==> config.mk <==
export PLATFORM = sky130hd
export DESIGN_NAME = moving_average_to_pwm_duty
export DESIGN_NICKNAME = d
export VERILOG_FILES = /design/src/hw/rtl/mavgpwm_pkg.sv /design/src/hw/rtl/moving_average_to_pwm_duty.sv /design/src/hw/rtl/mavgpwm_ram.sv /design/src/hw/rtl/mavgpwm_div.sv
export SDC_FILE = /design/constraint.sdc
export NUM_CORES = 1
export LEC_CHECK = 0
export ABC_AREA = 1
export BUFFER_PORTS_ARGS = -buffer_cell sky130_fd_sc_hd__buf_4
export CAP_MARGIN = 40
export CORE_ASPECT_RATIO = 1.5
export CORE_MARGIN = 2
export CORE_UTILIZATION = 25
export DETAILED_ROUTE_END_ITERATION = 6
export HOLD_SLACK_MARGIN = 0.06
export SLEW_MARGIN = 20
export SYNTH_ARGS = -nofsm -noshare
export SYNTH_HDL_FRONTEND = slang
export SYNTH_SLANG_ARGS = --single-unit
==> constraint.sdc <==
create_clock -name clock -period 19.2 [get_ports clock]
set_input_delay 0 -clock clock [delete_from_list [all_inputs] [get_ports clock]]
set_output_delay 0 -clock clock [all_outputs]
set_load 0.005 [all_outputs]
==> src/hw/rtl/mavgpwm_pkg.sv <==
`default_nettype none
package mavgpwm_pkg;

   localparam int WINDOW_DEF      = 8;
   localparam int SAMPLE_BITS_DEF = 12;

   localparam int SAMPLE_W  = 12;
   localparam int AVG_OUT_W = 12;
   localparam int THR_W     = 12;
   localparam int DUTY_W    = 16;
   localparam int SPAN_W    = THR_W;
   localparam int PROD_W    = SPAN_W + DUTY_W;
   // Dividend width covers both the scaled product and the largest running sum
   localparam int DVD_W     = PROD_W;
   localparam int STEP_W    = $clog2(DVD_W + 1);

   localparam int REQ_DATA_W = 16;
   localparam int RSP_DATA_W = 32;
   localparam int CSR_IDX_W  = 2;
   localparam int CSR_DATA_W = 16;

   localparam logic [CSR_IDX_W-1:0] REG_LOW_THRESHOLD  = 2'd0;
   localparam logic [CSR_IDX_W-1:0] REG_HIGH_THRESHOLD = 2'd1;
   localparam logic [CSR_IDX_W-1:0] REG_FULL_DUTY      = 2'd2;

   localparam logic [THR_W-1:0]  LOW_THRESHOLD_RST  = 12'd1650;
   localparam logic [THR_W-1:0]  HIGH_THRESHOLD_RST = 12'd3950;
   localparam logic [DUTY_W-1:0] FULL_DUTY_RST      = 16'd999;

   typedef struct packed {
      logic              start;
      logic [STEP_W-1:0] steps;
      logic [DVD_W-1:0]  dividend;
      logic [SPAN_W-1:0] divisor;
   } div_cmd_type;

   typedef struct packed {
      logic             done;
      logic [DVD_W-1:0] quotient;
   } div_sts_type;

endpackage
`default_nettype wire

==> src/hw/rtl/moving_average_to_pwm_duty.sv <==
// Flow: an accepted sample updates the running sum, the shared restoring divider forms the
//   average, and an average between the thresholds is scaled by a second division.
// A new sample is taken only after the previous result has been accepted; the divider
//   produces one quotient bit per cycle while it is busy.
// Reset (synchronous, active high) clears the running sum, write position and fill count,
//   and loads the threshold and full duty registers with their defaults.
`default_nettype none
module moving_average_to_pwm_duty #(
   parameter int WINDOW      = mavgpwm_pkg::WINDOW_DEF,
   parameter int SAMPLE_BITS = mavgpwm_pkg::SAMPLE_BITS_DEF
) (
   input  wire logic                                clock,
   input  wire logic                                reset,
   input  wire logic                                req_tvalid,
   output logic                                     req_tready,
   // [11:0] sample
   input  wire logic [mavgpwm_pkg::REQ_DATA_W-1:0]  req_tdata,
   output logic                                     rsp_tvalid,
   input  wire logic                                rsp_tready,
   // [15:0] duty, [27:16] average
   output logic      [mavgpwm_pkg::RSP_DATA_W-1:0]  rsp_tdata,
   input  wire logic                                csr_valid,
   output logic                                     csr_ready,
   input  wire logic [mavgpwm_pkg::CSR_IDX_W-1:0]   csr_index,
   input  wire logic [mavgpwm_pkg::CSR_DATA_W-1:0]  csr_wdata
);
   import mavgpwm_pkg::*;

   localparam int POS_W = (WINDOW > 1) ? $clog2(WINDOW) : 1;
   localparam int CNT_W = $clog2(WINDOW + 1);
   localparam int AVG_W = SAMPLE_BITS;
   localparam int SUM_W = SAMPLE_BITS + $clog2(WINDOW);
   localparam int CMP_W = (AVG_W > THR_W) ? AVG_W : THR_W;

   typedef enum logic [6:0] {
      ST_IDLE       = 7'b0000001,
      ST_UPDATE     = 7'b0000010,
      ST_AVG_GO     = 7'b0000100,
      ST_AVG_WAIT   = 7'b0001000,
      ST_MAP        = 7'b0010000,
      ST_SCALE_GO   = 7'b0100000,
      ST_SCALE_WAIT = 7'b1000000
   } state_type;

   // Result hold is tracked apart from the sequencer state
   state_type               state_ff, state_in;
   logic                    hold_ff, hold_in;
   logic [THR_W-1:0]        low_ff, low_in;
   logic [THR_W-1:0]        high_ff, high_in;
   logic [DUTY_W-1:0]       full_ff, full_in;
   logic [SAMPLE_BITS-1:0]  sample_ff, sample_in;
   logic [SUM_W-1:0]        sum_ff, sum_in;
   logic [POS_W-1:0]        pos_ff, pos_in;
   logic [CNT_W-1:0]        fill_ff, fill_in;
   logic [AVG_W-1:0]        avg_ff, avg_in;
   logic [PROD_W-1:0]       prod_ff, prod_in;
   logic [DUTY_W-1:0]       duty_ff, duty_in;

   logic [SAMPLE_BITS-1:0]  ring_rd;
   logic [SAMPLE_BITS-1:0]  oldest;
   logic [15:0]             sample_wide;
   logic                    ring_full;
   logic                    req_xfer;
   logic                    rsp_xfer;
   logic [CMP_W-1:0]        avg_cmp, low_cmp, high_cmp, diff_cmp;
   logic [SPAN_W-1:0]       diff;
   logic [SPAN_W-1:0]       span;
   div_cmd_type             div_cmd;
   div_sts_type             div_sts;

   assign csr_ready  = 1'b1;
   assign req_tready = (state_ff == ST_IDLE) && !hold_ff;
   assign rsp_tvalid = hold_ff;
   assign req_xfer   = req_tvalid && req_tready;
   assign rsp_xfer   = rsp_tvalid && rsp_tready;
   assign rsp_tdata  = RSP_DATA_W'({AVG_OUT_W'(avg_ff), duty_ff});

   assign sample_wide = 16'(req_tdata[SAMPLE_W-1:0]);
   assign ring_full   = fill_ff == CNT_W'(WINDOW);
   // Slots ahead of the fill count were never written and read as zero
   assign oldest      = ring_full ? ring_rd : '0;

   assign avg_cmp  = CMP_W'(avg_ff);
   assign low_cmp  = CMP_W'(low_ff);
   assign high_cmp = CMP_W'(high_ff);
   assign diff_cmp = avg_cmp - low_cmp;
   assign diff     = diff_cmp[SPAN_W-1:0];
   assign span     = high_ff - low_ff;

   mavgpwm_ram #(
      .WIDTH (SAMPLE_BITS),
      .DEPTH (WINDOW),
      .ADDR_W(POS_W)
   ) u_ring (
      .clock  (clock),
      .wr_en  (state_ff == ST_UPDATE),
      .wr_addr(pos_ff),
      .wr_data(sample_ff),
      .rd_addr(pos_ff),
      .rd_data(ring_rd)
   );

   mavgpwm_div u_div (
      .clock(clock),
      .reset(reset),
      .cmd  (div_cmd),
      .sts  (div_sts)
   );

   always_comb begin
      div_cmd = '0;
      unique case (state_ff)
         ST_AVG_GO: begin
            div_cmd.start    = 1'b1;
            div_cmd.steps    = STEP_W'(SUM_W);
            div_cmd.dividend = DVD_W'(sum_ff) << (DVD_W - SUM_W);
            div_cmd.divisor  = SPAN_W'(fill_ff);
         end
         ST_SCALE_GO: begin
            div_cmd.start    = 1'b1;
            div_cmd.steps    = STEP_W'(PROD_W);
            div_cmd.dividend = DVD_W'(prod_ff) << (DVD_W - PROD_W);
            div_cmd.divisor  = span;
         end
         default: begin
            div_cmd = '0;
         end
      endcase
   end

   always_comb begin
      state_in  = state_ff;
      hold_in   = hold_ff;
      low_in    = low_ff;
      high_in   = high_ff;
      full_in   = full_ff;
      sample_in = sample_ff;
      sum_in    = sum_ff;
      pos_in    = pos_ff;
      fill_in   = fill_ff;
      avg_in    = avg_ff;
      prod_in   = prod_ff;
      duty_in   = duty_ff;

      if (csr_valid && csr_ready) begin
         unique case (csr_index)
            REG_LOW_THRESHOLD:  low_in  = csr_wdata[THR_W-1:0];
            REG_HIGH_THRESHOLD: high_in = csr_wdata[THR_W-1:0];
            REG_FULL_DUTY:      full_in = csr_wdata[DUTY_W-1:0];
            default: begin
            end
         endcase
      end

      if (rsp_xfer) begin
         hold_in = 1'b0;
      end

      unique case (state_ff)
         ST_IDLE: begin
            if (req_xfer) begin
               sample_in = sample_wide[SAMPLE_BITS-1:0];
               state_in  = ST_UPDATE;
            end
         end
         ST_UPDATE: begin
            sum_in   = sum_ff - SUM_W'(oldest) + SUM_W'(sample_ff);
            pos_in   = (pos_ff == POS_W'(WINDOW - 1)) ? '0 : pos_ff + POS_W'(1);
            fill_in  = ring_full ? fill_ff : fill_ff + CNT_W'(1);
            state_in = ST_AVG_GO;
         end
         ST_AVG_GO: begin
            state_in = ST_AVG_WAIT;
         end
         ST_AVG_WAIT: begin
            if (div_sts.done) begin
               avg_in   = div_sts.quotient[AVG_W-1:0];
               state_in = ST_MAP;
            end
         end
         ST_MAP: begin
            priority if (avg_cmp <= low_cmp) begin
               duty_in  = '0;
               hold_in  = 1'b1;
               state_in = ST_IDLE;
            end else if (avg_cmp >= high_cmp) begin
               duty_in  = full_ff;
               hold_in  = 1'b1;
               state_in = ST_IDLE;
            end else begin
               prod_in  = PROD_W'(diff) * PROD_W'(full_ff);
               state_in = ST_SCALE_GO;
            end
         end
         ST_SCALE_GO: begin
            state_in = ST_SCALE_WAIT;
         end
         ST_SCALE_WAIT: begin
            if (div_sts.done) begin
               duty_in  = div_sts.quotient[DUTY_W-1:0];
               hold_in  = 1'b1;
               state_in = ST_IDLE;
            end
         end
         default: begin
            state_in = ST_IDLE;
         end
      endcase
   end

   always_ff @(posedge clock) begin
      if (reset) begin
         state_ff <= ST_IDLE;
         hold_ff  <= 1'b0;
         low_ff   <= LOW_THRESHOLD_RST;
         high_ff  <= HIGH_THRESHOLD_RST;
         full_ff  <= FULL_DUTY_RST;
         sum_ff   <= '0;
         pos_ff   <= '0;
         fill_ff  <= '0;
      end else begin
         state_ff <= state_in;
         hold_ff  <= hold_in;
         low_ff   <= low_in;
         high_ff  <= high_in;
         full_ff  <= full_in;
         sum_ff   <= sum_in;
         pos_ff   <= pos_in;
         fill_ff  <= fill_in;
      end
      sample_ff <= sample_in;
      avg_ff    <= avg_in;
      prod_ff   <= prod_in;
      duty_ff   <= duty_in;
   end

endmodule
`default_nettype wire

==> src/hw/rtl/mavgpwm_ram.sv <==
`default_nettype none
module mavgpwm_ram #(
   parameter int WIDTH = 12,
   parameter int DEPTH = 8,
   parameter int ADDR_W = (DEPTH > 1) ? $clog2(DEPTH) : 1
) (
   input  wire logic              clock,
   input  wire logic              wr_en,
   input  wire logic [ADDR_W-1:0] wr_addr,
   input  wire logic [WIDTH-1:0]  wr_data,
   input  wire logic [ADDR_W-1:0] rd_addr,
   output logic      [WIDTH-1:0]  rd_data
);

   logic [WIDTH-1:0] mem_ff [DEPTH];

   always_ff @(posedge clock) begin
      if (wr_en) begin
         mem_ff[wr_addr] <= wr_data;
      end
      rd_data <= mem_ff[rd_addr];
   end

endmodule
`default_nettype wire

==> src/hw/rtl/mavgpwm_div.sv <==
`default_nettype none
module mavgpwm_div (
   input  wire logic                      clock,
   input  wire logic                      reset,
   input  wire mavgpwm_pkg::div_cmd_type  cmd,
   output mavgpwm_pkg::div_sts_type       sts
);
   import mavgpwm_pkg::*;

   logic              busy_ff, busy_in;
   logic              done_ff, done_in;
   logic [SPAN_W-1:0] rem_ff, rem_in;
   logic [DVD_W-1:0]  quo_ff, quo_in;
   logic [SPAN_W-1:0] dvs_ff, dvs_in;
   logic [STEP_W-1:0] cnt_ff, cnt_in;
   logic [SPAN_W:0]   shifted;
   logic [SPAN_W:0]   trial;
   logic              ge;

   assign shifted = {rem_ff, quo_ff[DVD_W-1]};
   assign ge      = shifted >= {1'b0, dvs_ff};
   assign trial   = shifted - {1'b0, dvs_ff};

   always_comb begin
      busy_in = busy_ff;
      done_in = 1'b0;
      rem_in  = rem_ff;
      quo_in  = quo_ff;
      dvs_in  = dvs_ff;
      cnt_in  = cnt_ff;
      if (cmd.start) begin
         busy_in = 1'b1;
         rem_in  = '0;
         quo_in  = cmd.dividend;
         dvs_in  = cmd.divisor;
         cnt_in  = cmd.steps;
      end else if (busy_ff) begin
         rem_in = ge ? trial[SPAN_W-1:0] : shifted[SPAN_W-1:0];
         quo_in = {quo_ff[DVD_W-2:0], ge};
         cnt_in = cnt_ff - STEP_W'(1);
         if (cnt_ff == STEP_W'(1)) begin
            busy_in = 1'b0;
            done_in = 1'b1;
         end
      end
   end

   always_ff @(posedge clock) begin
      if (reset) begin
         busy_ff <= 1'b0;
         done_ff <= 1'b0;
      end else begin
         busy_ff <= busy_in;
         done_ff <= done_in;
      end
      rem_ff <= rem_in;
      quo_ff <= quo_in;
      dvs_ff <= dvs_in;
      cnt_ff <= cnt_in;
   end

   assign sts.done     = done_ff;
   assign sts.quotient = quo_ff;

endmodule
`default_nettype wire

## After elaboration in Yosys (flattened, before gate mapping)

Memory sizes are Yosys's and may differ from the RTL's. A register that Yosys moved wholly into a read port is not among the register bits.
Index checks and enable logic that the tools add are counted.

- Memory bits (writable): 96
- Word-level logic and storage cells: 97
- Bits in registers: 197
- Memories kept: 1

- Equality and inequality tests: 16
- Mux-type cells: 29
- Bitwise operators: 4
- Reduce and logical (&&, ||, !) cells: 17
- Order comparisons: 3
- $add $sub $neg: 8
- Multiply operators: 1

Memories:

| memory | depth | width | read ports | clocked after memory_dff | write ports | RTL line | source |
|---|---|---|---|---|---|---|---|
| u_ring.mem_ff | 8 | 12 | 1 | 1 | 1 | mavgpwm_ram.sv:15 | `logic [WIDTH-1:0] mem_ff [DEPTH];` |

Operators with widths:

| operator | number |
|---|---|
| 46-bit one-hot mux with 2 select lines | 1 |
| 28-bit two-way mux | 2 |
| 7-bit one-hot mux with 7 select lines | 1 |
| 16-bit two-way mux | 3 |
| 12-bit subtractor | 3 |
| 16-bit one-hot mux with 2 select lines | 1 |
| 12-bit by 16-bit multiplier with 28-bit output | 1 |
| 12-bit two-way mux | 2 |
| 7-bit two-way mux | 3 |
| 15-bit by 12-bit adder with 15-bit output | 1 |
| 15-bit by 12-bit subtractor with 15-bit output | 1 |
| 13-bit by 12-bit greater-or-equal comparator with 1-bit output | 1 |
| 12-bit greater-or-equal comparator | 1 |
| 12-bit less-or-equal comparator | 1 |
| 6-bit two-way mux | 2 |
| 2-bit AND reduction | 6 |
| 1-bit two-way mux | 10 |
| 5-bit two-way mux | 2 |
| 3-bit AND reduction | 3 |
| 7-bit by 1-bit equality test with 1-bit output (second input constant) | 1 |
| 7-bit by 2-bit equality test with 1-bit output (second input constant) | 1 |
| 7-bit by 3-bit equality test with 1-bit output (second input constant) | 1 |
| 7-bit by 4-bit equality test with 1-bit output (second input constant) | 1 |
| 7-bit by 5-bit equality test with 1-bit output (second input constant) | 1 |
| 21 further kinds | 28 |

## Longest topological paths before layout

Gate-level depths: netlist of the first run.

- Word-level depth: 5
- Depth in mapped cells: 32
- Gate-level depth less buffers: 31

## Cells and area by module

A second synthesis of the first run with hierarchy kept.

- Cells, all modules: 2,664
- Area, all modules: 21,938.5 um^2

Modules (own cells, without submodules):

| module | area each (um^2) | times used | seq. area each (um^2) | cells each |
|---|---|---|---|---|
| moving_average_to_pwm_duty | 14,178.6 | 1 | 3,443.3 | 1,811 |
| mavgpwm_ram | 4,479.3 | 1 | 3,123.0 | 445 |
| mavgpwm_div | 3,280.6 | 1 | 1,631.6 | 408 |

## Least setup slack after synthesis of the first run

Ideal clock, no wire load.

- Kind: reg-to-reg
- From: register avg_ff[0] (netlist: avg_cmp[0])
- To: register prod_ff[24] (data pin)
- Setup time: 260 ps
- Stages on the path, launching flop included: 27
- Slack: 13,106 ps
- Arrival time: 5,834 ps
- Cell sequence: edfxtp_1 > inv_1 > ha_1 > inv_1 > fa_1 > nand3_1 > nand3_1 > a31o_2 > xor2_1 > buf_2 > nand2_1 > fa_1 > inv_1 > fa_1 > fa_1 > fa_1 > inv_1 > fa_1 > inv_1 > ha_1 > nand2_1 > inv_1 > a21boi_0 > nand2_1 > nand2_1 > nand3_1 > xor2_1

- Word-level cells in the longest chain between the ends: 2

RTL lines:

| item | RTL line | source |
|---|---|---|
| start, declared | moving_average_to_pwm_duty.sv:55 | `logic [AVG_W-1:0] avg_ff, avg_in;` |
| start signal, assigned | moving_average_to_pwm_duty.sv:232 | `avg_ff <= avg_in;` |
| 12-bit subtractor | moving_average_to_pwm_duty.sv:86 | `assign diff_cmp = avg_cmp - low_cmp;` |
| 12-bit by 16-bit multiplier with 28-bit output | moving_average_to_pwm_duty.sv:191 | `prod_in = PROD_W'(diff) * PROD_W'(full_ff);` |
| end signal, assigned | moving_average_to_pwm_duty.sv:233 | `prod_ff <= prod_in;` |
| end, declared | moving_average_to_pwm_duty.sv:56 | `logic [PROD_W-1:0] prod_ff, prod_in;` |

Every way passes these cells.
A chain may end at the register's enable or synchronous reset.

## Worst setup path in the final report of the first run

- From: register avg_ff[0] (netlist: avg_cmp[0])
- To: register prod_ff[20] (data pin)

Same word-level chain as after synthesis.

==> flow_summary_export.csv, run 1 <==
group,metric,value,unit
run_status,status,"finished clean",
global_routing,grt_pass1_wl,89.32,mm
detailed_routing,drt-wirelength-per-cell,15.76,um
detailed_routing,drc,0,
cells_and_area,n_antenna_cell,0,
job,maxCapViolCount,0,
setup_path,rrSetupSlack,12130,ps
cells_and_area,multi_input_area,0.01078,mm^2
clock_network,clock-sinks,305,
sta,setup-tns-final,0,ps
min_path,whs_path_depth,2,
clock_network,post_cts_buffers,0,
setup_path,r2r_start,"avg_cmp[0]$_DFFE_PP_",
setup_path,slowest_stage,"fa_1",
yosys,async_flop_share,0,%
clock_network,tritoncts,"yes",
clock_network,ctsHoldBuffers,37,
sta,hold_viol,0,
power,p_leak,0.01096,uW
power,p_per_area,146.2,mW/mm^2
yosys,synthTopCellsByCount,"inv_1 (473), nand2_1 (466), edfxtp_1 (209)",
yosys,avgSynthCellArea,8.826,um^2
sta,finalMaxSlewViolations,0,
min_path,whs_endpoint,"sample_ff[10]$_DFFE_PP_",
clock_network,cts.clk_slew.worst_paths,70,ps
yosys,yosys.cell_types.count,56,
yosys,synth_most_common_cell,"inv_1",
setup_path,ff2ff_path_depth,27,
sta,tightest_slew,786.4,ps
detailed_routing,drt-total-wl,57.10,mm
sta,relSlewSlack,47.45,%
clock_network,cts-root-buf,"clkbuf_16",
detailed_routing,drtAntennaViolNets,0,
yosys,ys_seq_elements,305,
yosys,yosysTopAreaCell,"edfxtp_1",
setup_path,end_kind,"flop",
sta,finClkSkew,23.23,ps
detailed_routing,via_per_inst,4.460,
setup_path,worstPathMaxFanout,13,
die,die-width,241.3,um
yosys,synth_edf_count,209,
cells_and_area,instances_no_fill,3624,
yosys,syn_inst,2392,
place,port_buffers,64,
yosys,yosysSeqAreaShare,38.83,%
place,placed_cells_incl_taps,3531,
setup_path,crit_type,"reg2reg",
die,rows,130,
clock_network,cts_max_level,1,
yosys,ys.flop_type,"edfxtp_1",
sta,grt_setup_unrepaired,"false",
cells_and_area,drive_above_1_share,7.154,%
cells_and_area,layout.area.seq,0.008198,mm^2
clock_network,numCtsBuffers,29,
setup_path,required,19560,ps
cells_and_area,fillerInstances,8810,
cells_and_area,layout.nets,2807,
sta,fin_crit,7070,ps
place,dpl.hpwl,44.55,mm
sta,period_share,36.82,%
place,gp_congestion,0.8831,
cells_and_area,area_delta_synth_final,14.65,%
min_path,min_from,"req_tdata[10]",
die,die-height,359.9,um
die,fp.coreArea,0.08377,mm^2
detailed_routing,firstDrtPassIters,7,
die,pin_count,74,
min_path,hold_path_class,"in2reg",
die,die_area,0.08683,mm^2
global_routing,grt_pass1_vias,16450,
clock_network,cts_resized,0,
setup_path,slowest_delay,540,ps
sta,fmaxAchievable,141.4,MHz
global_routing,grt.total_usage,13.21,%
clock_network,clk_path_buf_depth,3,
setup_path,cp_data_arrival_time,7430,ps
yosys,ys_warn_count,0,
yosys,synth_area_leaders,"edfxtp_1 (30%), fa_1 (15%), dfxtp_1 (9.1%)",
detailed_routing,via_count,16160,
detailed_routing,drtIter0Drc,875,
yosys,yosysTopAreaCellShare,29.73,%
global_routing,antenna_found_initial,3,
setup_path,worst_setup_path_start_kind,"flop",
power,peakVddDrop,173.7,uV
die,initial_utilization,25.20,%
global_routing,grt_overflow,0,
setup_path,r2r_end,"prod_ff[20]$_DFFE_PP_",
clock_network,insertion_delay,600,ps
global_routing,grt_max_degree,47,
setup_path,path_buf_inv,6,
sta,finalSetupViolations,0,
setup_path,crit_family,"adder cells",
setup_path,crit_cells,27,
yosys,synth_area,0.02111,mm^2
## flip-flops by register name, summed over array words and instances, names as in the netlist
register,cells
fill_ff,4
u_div.cnt_ff,5
high_cmp,12
u_div.quo_ff,28
full_ff,16
sum_ff,15
u_div.dvs_ff,12
u_ring.mem_ff,96
prod_ff,28
state_ff,7
u_ring.rd_data,12
u_div.rem_ff,12
sample_ff,12
u_div.done_ff,1
duty_ff,16
pos_ff,3
low_cmp,12
avg_cmp,12
u_div.busy_ff,1
rsp_tvalid,1
## cells by family after synthesis
family | synth area share, %
buf+inv | 10.26
simple gates | 17.86
compound gates | 8.878
flops | 38.83
fa+ha+maj | 22.64
xor+xnor | 1.493
other cells | 0.03557
## layer usage
layer	up-vias	track usage, %	share of wire (%)
met5	-	0	0.058
met4	6	6.475	5.1
met3	119	1.572	3.9
met2	369	25.03	54
met1	7815	14.21	37
li1	7854	-	-
## area by class of cell
class	instances	share of cell area [%]
multi-input combinational	1535	44.53
sequential	305	33.87
tap	1122	5.800
clock inverter	24	0.9460
timing repair buffer	124	4.296
inverter	484	7.506
clock buffer	30	3.055
## stage by stage
stage          area (um^2)  total power [uW]  utilization (%)  setup WS, ps  hold slack [ps]
3_5_place_dp         22840              2951            27.27         12170            180.8
2_1_floorplan        21120              2433                -         13110            98.87
5_1_grt              24200              3889            28.89         11720            122.3
6_report             24200              3538            28.89         12130            121.0
4_1_cts              24180              3565            28.86         12140            83.34
3_3_place_gp         22800              2931            27.21         11660            178.0
## how the worst max path moves through the flow
stage,to,startpoint
floorplan,prod_ff[24]$_DFFE_PP_,avg_cmp[0]$_DFFE_PP_
global placement,prod_ff[25]$_DFFE_PP_,avg_cmp[0]$_DFFE_PP_
detailed placement,prod_ff[20]$_DFFE_PP_,avg_cmp[0]$_DFFE_PP_
CTS,prod_ff[20]$_DFFE_PP_,avg_cmp[0]$_DFFE_PP_
global route,prod_ff[23]$_DFFE_PP_,avg_cmp[0]$_DFFE_PP_
finish,prod_ff[20]$_DFFE_PP_,avg_cmp[0]$_DFFE_PP_
## cell usage in the layout (no fill, tap or decap), drive strengths merged, types with 5 or more instances in the layout
cell type	n
xnor2	14
a21o	6
conb	5
fa	155
nand3	143
dlygate4sd3	37
nand2	474
clkinvlp	5
clkinv	12
buf	87
a21oi	111
xor2	22
clkbuf	30
o2bb2ai	5
inv	489
nand3b	6
dfxtp	96
o21ai	105
nor3	21
or2	6
ha	134
a221oi	8
edfxtp	209
a22oi	16
nand4	30
o21bai	6
o211ai	35
nor2	208
## power by group
| group | internal (uW) | switching [uW] | total, uW | leakage (uW) |
|---|---|---|---|---|
| clock | 315 | 283 | 598 | 0.000466 |
| sequential | 861 | 46.5 | 907 | 0.00268 |
| combinational | 744 | 1290 | 2030 | 0.00782 |
| total | 1920 | 1620 | 3540 | 0.0110 |
Note: power is estimated with default switching activity, not from simulation.
==> inputs of run 2 (changes only) <==
==> constraint.sdc (replaced) <==
create_clock -name clock -period 6.5 [get_ports clock]
set_input_delay 0 -clock clock [delete_from_list [all_inputs] [get_ports clock]]
set_output_delay 0 -clock clock [all_outputs]
set_load 0.005 [all_outputs]
==> run 2 against run 1 <==
Die area unchanged. Hold slack worse by 4.6 ps. Flip-flop and latch count is the same. Sequential share of layout area shrank 0.94 points. Cell count is 1.8% higher. Maximum frequency grew 13%. Clock skew about the same. First-iteration DRC count is 15% higher. Clock-buffer cell count grew 5. Critical path depth is the same. Worst setup slack lost 12000 ps. Highest routed layer unchanged.
==> flow_summary_export.csv, run 2 (same netlist as run 1, synthesis figures left out) <==
group,metric,value,unit
min_path,min_from,"req_tdata[10]",
sta,finalSetupViolations,0,
place,post-place-ws,122.2,ps
die,pin_count,74,
global_routing,grt.total_usage,13.47,%
setup_path,ff2ff_path_depth,27,
setup_path,crit_family,"adder cells",
cells_and_area,regMostFlops,"u_ring.mem_ff",
detailed_routing,via_count,16460,
global_routing,antenna_found_initial,3,
clock_network,cts.clk_slew.worst_paths,70,ps
setup_path,startpoint,"avg_cmp[0]$_DFFE_PP_",
die,fp.coreArea,0.08377,mm^2
setup_path,path_common_cell,"fa_1",
global_routing,grt_pass1_wl,91.42,mm
setup_path,rrSetupSlack,240,ps
global_routing,grt_max_degree,47,
die,die-width,241.3,um
min_path,whs_endpoint,"sample_ff[10]$_DFFE_PP_",
cells_and_area,largest_reg_flops,96,
detailed_routing,drtIter0Drc,1008,
cells_and_area,area_delta_synth_final,17.94,%
global_routing,grt_pass1_vias,16870,
power,p_leak,0.01124,uW
clock_network,numCtsBuffers,28,
setup_path,slowest_stage,"fa_1",
die,die_area,0.08683,mm^2
cells_and_area,layout.area.seq,0.008198,mm^2
clock_network,tritoncts,"yes",
power,peakVddDrop,552.4,uV
sta,grt_setup_unrepaired,"true",
detailed_routing,firstDrtPassIters,5,
power,p_per_area,466.0,mW/mm^2
sta,period_share,96.29,%
setup_path,crit_type,"reg2reg",
sta,setup-tns-final,0,ps
sta,fin_crit,6259,ps
setup_path,required,6850,ps
run_status,status,"finished clean",
cells_and_area,layout.nets,2875,
setup_path,end_kind,"flop",
clock_network,insertion_delay,600,ps
cells_and_area,multi_input_area,0.01095,mm^2
sta,fmaxAchievable,159.8,MHz
clock_network,cts-root-buf,"clkbuf_16",
clock_network,clk_path_buf_depth,3,
setup_path,r2r_end,"prod_ff[27]$_DFFE_PP_",
die,initial_utilization,25.20,%
setup_path,cp_data_arrival_time,6610,ps
sta,tightest_slew,780.9,ps
setup_path,path_buf_inv,6,
place,gp_congestion,0.8988,
sta,hold_viol,0,
sta,hold_slack,116.4,ps
min_path,hold_path_class,"in2reg",
detailed_routing,via_per_inst,4.460,
cells_and_area,drive_above_1_share,10.35,%
setup_path,worst_setup_path_start_kind,"flop",
sta,setup_slack,241.5,ps
cells_and_area,final_cell_mix,"inv_1 (469), nand2_1 (461), edfxtp_1 (209)",
die,die-height,359.9,um
clock_network,cts_max_level,1,
place,dpl.hpwl,46.68,mm
cells_and_area,fillerInstances,8823,
global_routing,grt_overflow,0,
cells_and_area,reg_top3,"u_ring.mem_ff: 96 flops, prod_ff: 28 flops, u_div.quo_ff: 28 flops",
detailed_routing,drc,0,
min_path,whs_path_depth,2,
die,rows,130,
detailed_routing,drt-wirelength-per-cell,15.96,um
detailed_routing,drt-total-wl,58.89,mm
clock_network,clock-sinks,305,
sta,finalMaxSlewViolations,0,
sta,relSlewSlack,47.75,%
cells_and_area,final_common_cell,"inv_1",
setup_path,r2r_start,"avg_cmp[0]$_DFFE_PP_",
sta,finClkSkew,23.33,ps
detailed_routing,drtAntennaViolNets,0,
setup_path,slowest_delay,590,ps
place,port_buffers,64,
setup_path,worstPathMaxFanout,6,
cells_and_area,n_antenna_cell,0,
job,maxCapViolCount,0,
[run 2: cell types whose count changed in the layout (fill, tap and decap cells not counted), sizes merged]
cell,delta
buf,+60
clkinv,-2
clkinvlp,-1
clkbuf,+5
inv,-4
dlygate4sd3,+9
[run 2: worst max path at each step]
| stage | end | cells past startpoint |
|---|---|---|
| 6_report | prod_ff[27]$_DFFE_PP_ | 27 |
| 5_1_grt | prod_ff[27]$_DFFE_PP_ | 27 |
| 4_1_cts | prod_ff[26]$_DFFE_PP_ | 28 |
| 3_5_place_dp | prod_ff[26]$_DFFE_PP_ | 28 |
| 3_3_place_gp | prod_ff[21]$_DFFE_PP_ | 27 |
| 2_1_floorplan | prod_ff[24]$_DFFE_PP_ | 26 |
[run 2: power breakdown]
group / switching (uW) / internal (uW) / total, uW
clock network: 783 / 902 / 1680
logic: 4270 / 2970 / 7230
registers: 139 / 2540 / 2680
total: 5190 / 6410 / 11600
[run 2: final cells by class]
cell class	instances	area share, %
clock buffers	35	2.960
clock inverters	17	0.7286
inverters	484	7.327
multi-input cells	1535	43.96
flip-flops and latches	305	32.92
well taps	1122	5.638
repair buffers	193	6.462
[run 2: layer usage]
metal  share of wire, %  GRT usage, %  vias up
met5              0.066             0        -
met4                5.2         6.814        6
met3                4.0         1.480      123
met2                 54         25.76      389
met1                 37         14.27     7973
li1                   -             -     7971
[run 2: metrics by stage]
stage          instance area, um^2  util [%]  cells  total power [uW]
2_1_floorplan                21120         -   2395              7186
3_3_place_gp                 23170     27.66   3575              9146
3_5_place_dp                 23210     27.71   3580              9170
4_1_cts                      24590     29.35   3678             10910
5_1_grt                      24900     29.72   3691             12580
6_report                     24900     29.72   3691             11600
[run 2: timing repair]
| action | CTS | global route |
|---|---|---|
| setup endpoints to repair | 0 | 17 |
| hold buffers | 46 | 0 |
| hold endpoints to repair | 82 | 0 |
| gates resized for setup | 0 | 50 |
| setup buffers | 0 | 11 |
[run 2: worst reg2reg max path, delay by kind of cell, from the launching register on]
| family | cells | cell delay, ps |
|---|---|---|
| fa+ha+maj | 8 | 3350 |
| simple gates | 8 | 730 |
| compound gates | 4 | 700 |
| buf+inv | 6 | 630 |
| flops | 1 | 410 |
| xor+xnor | 1 | 200 |
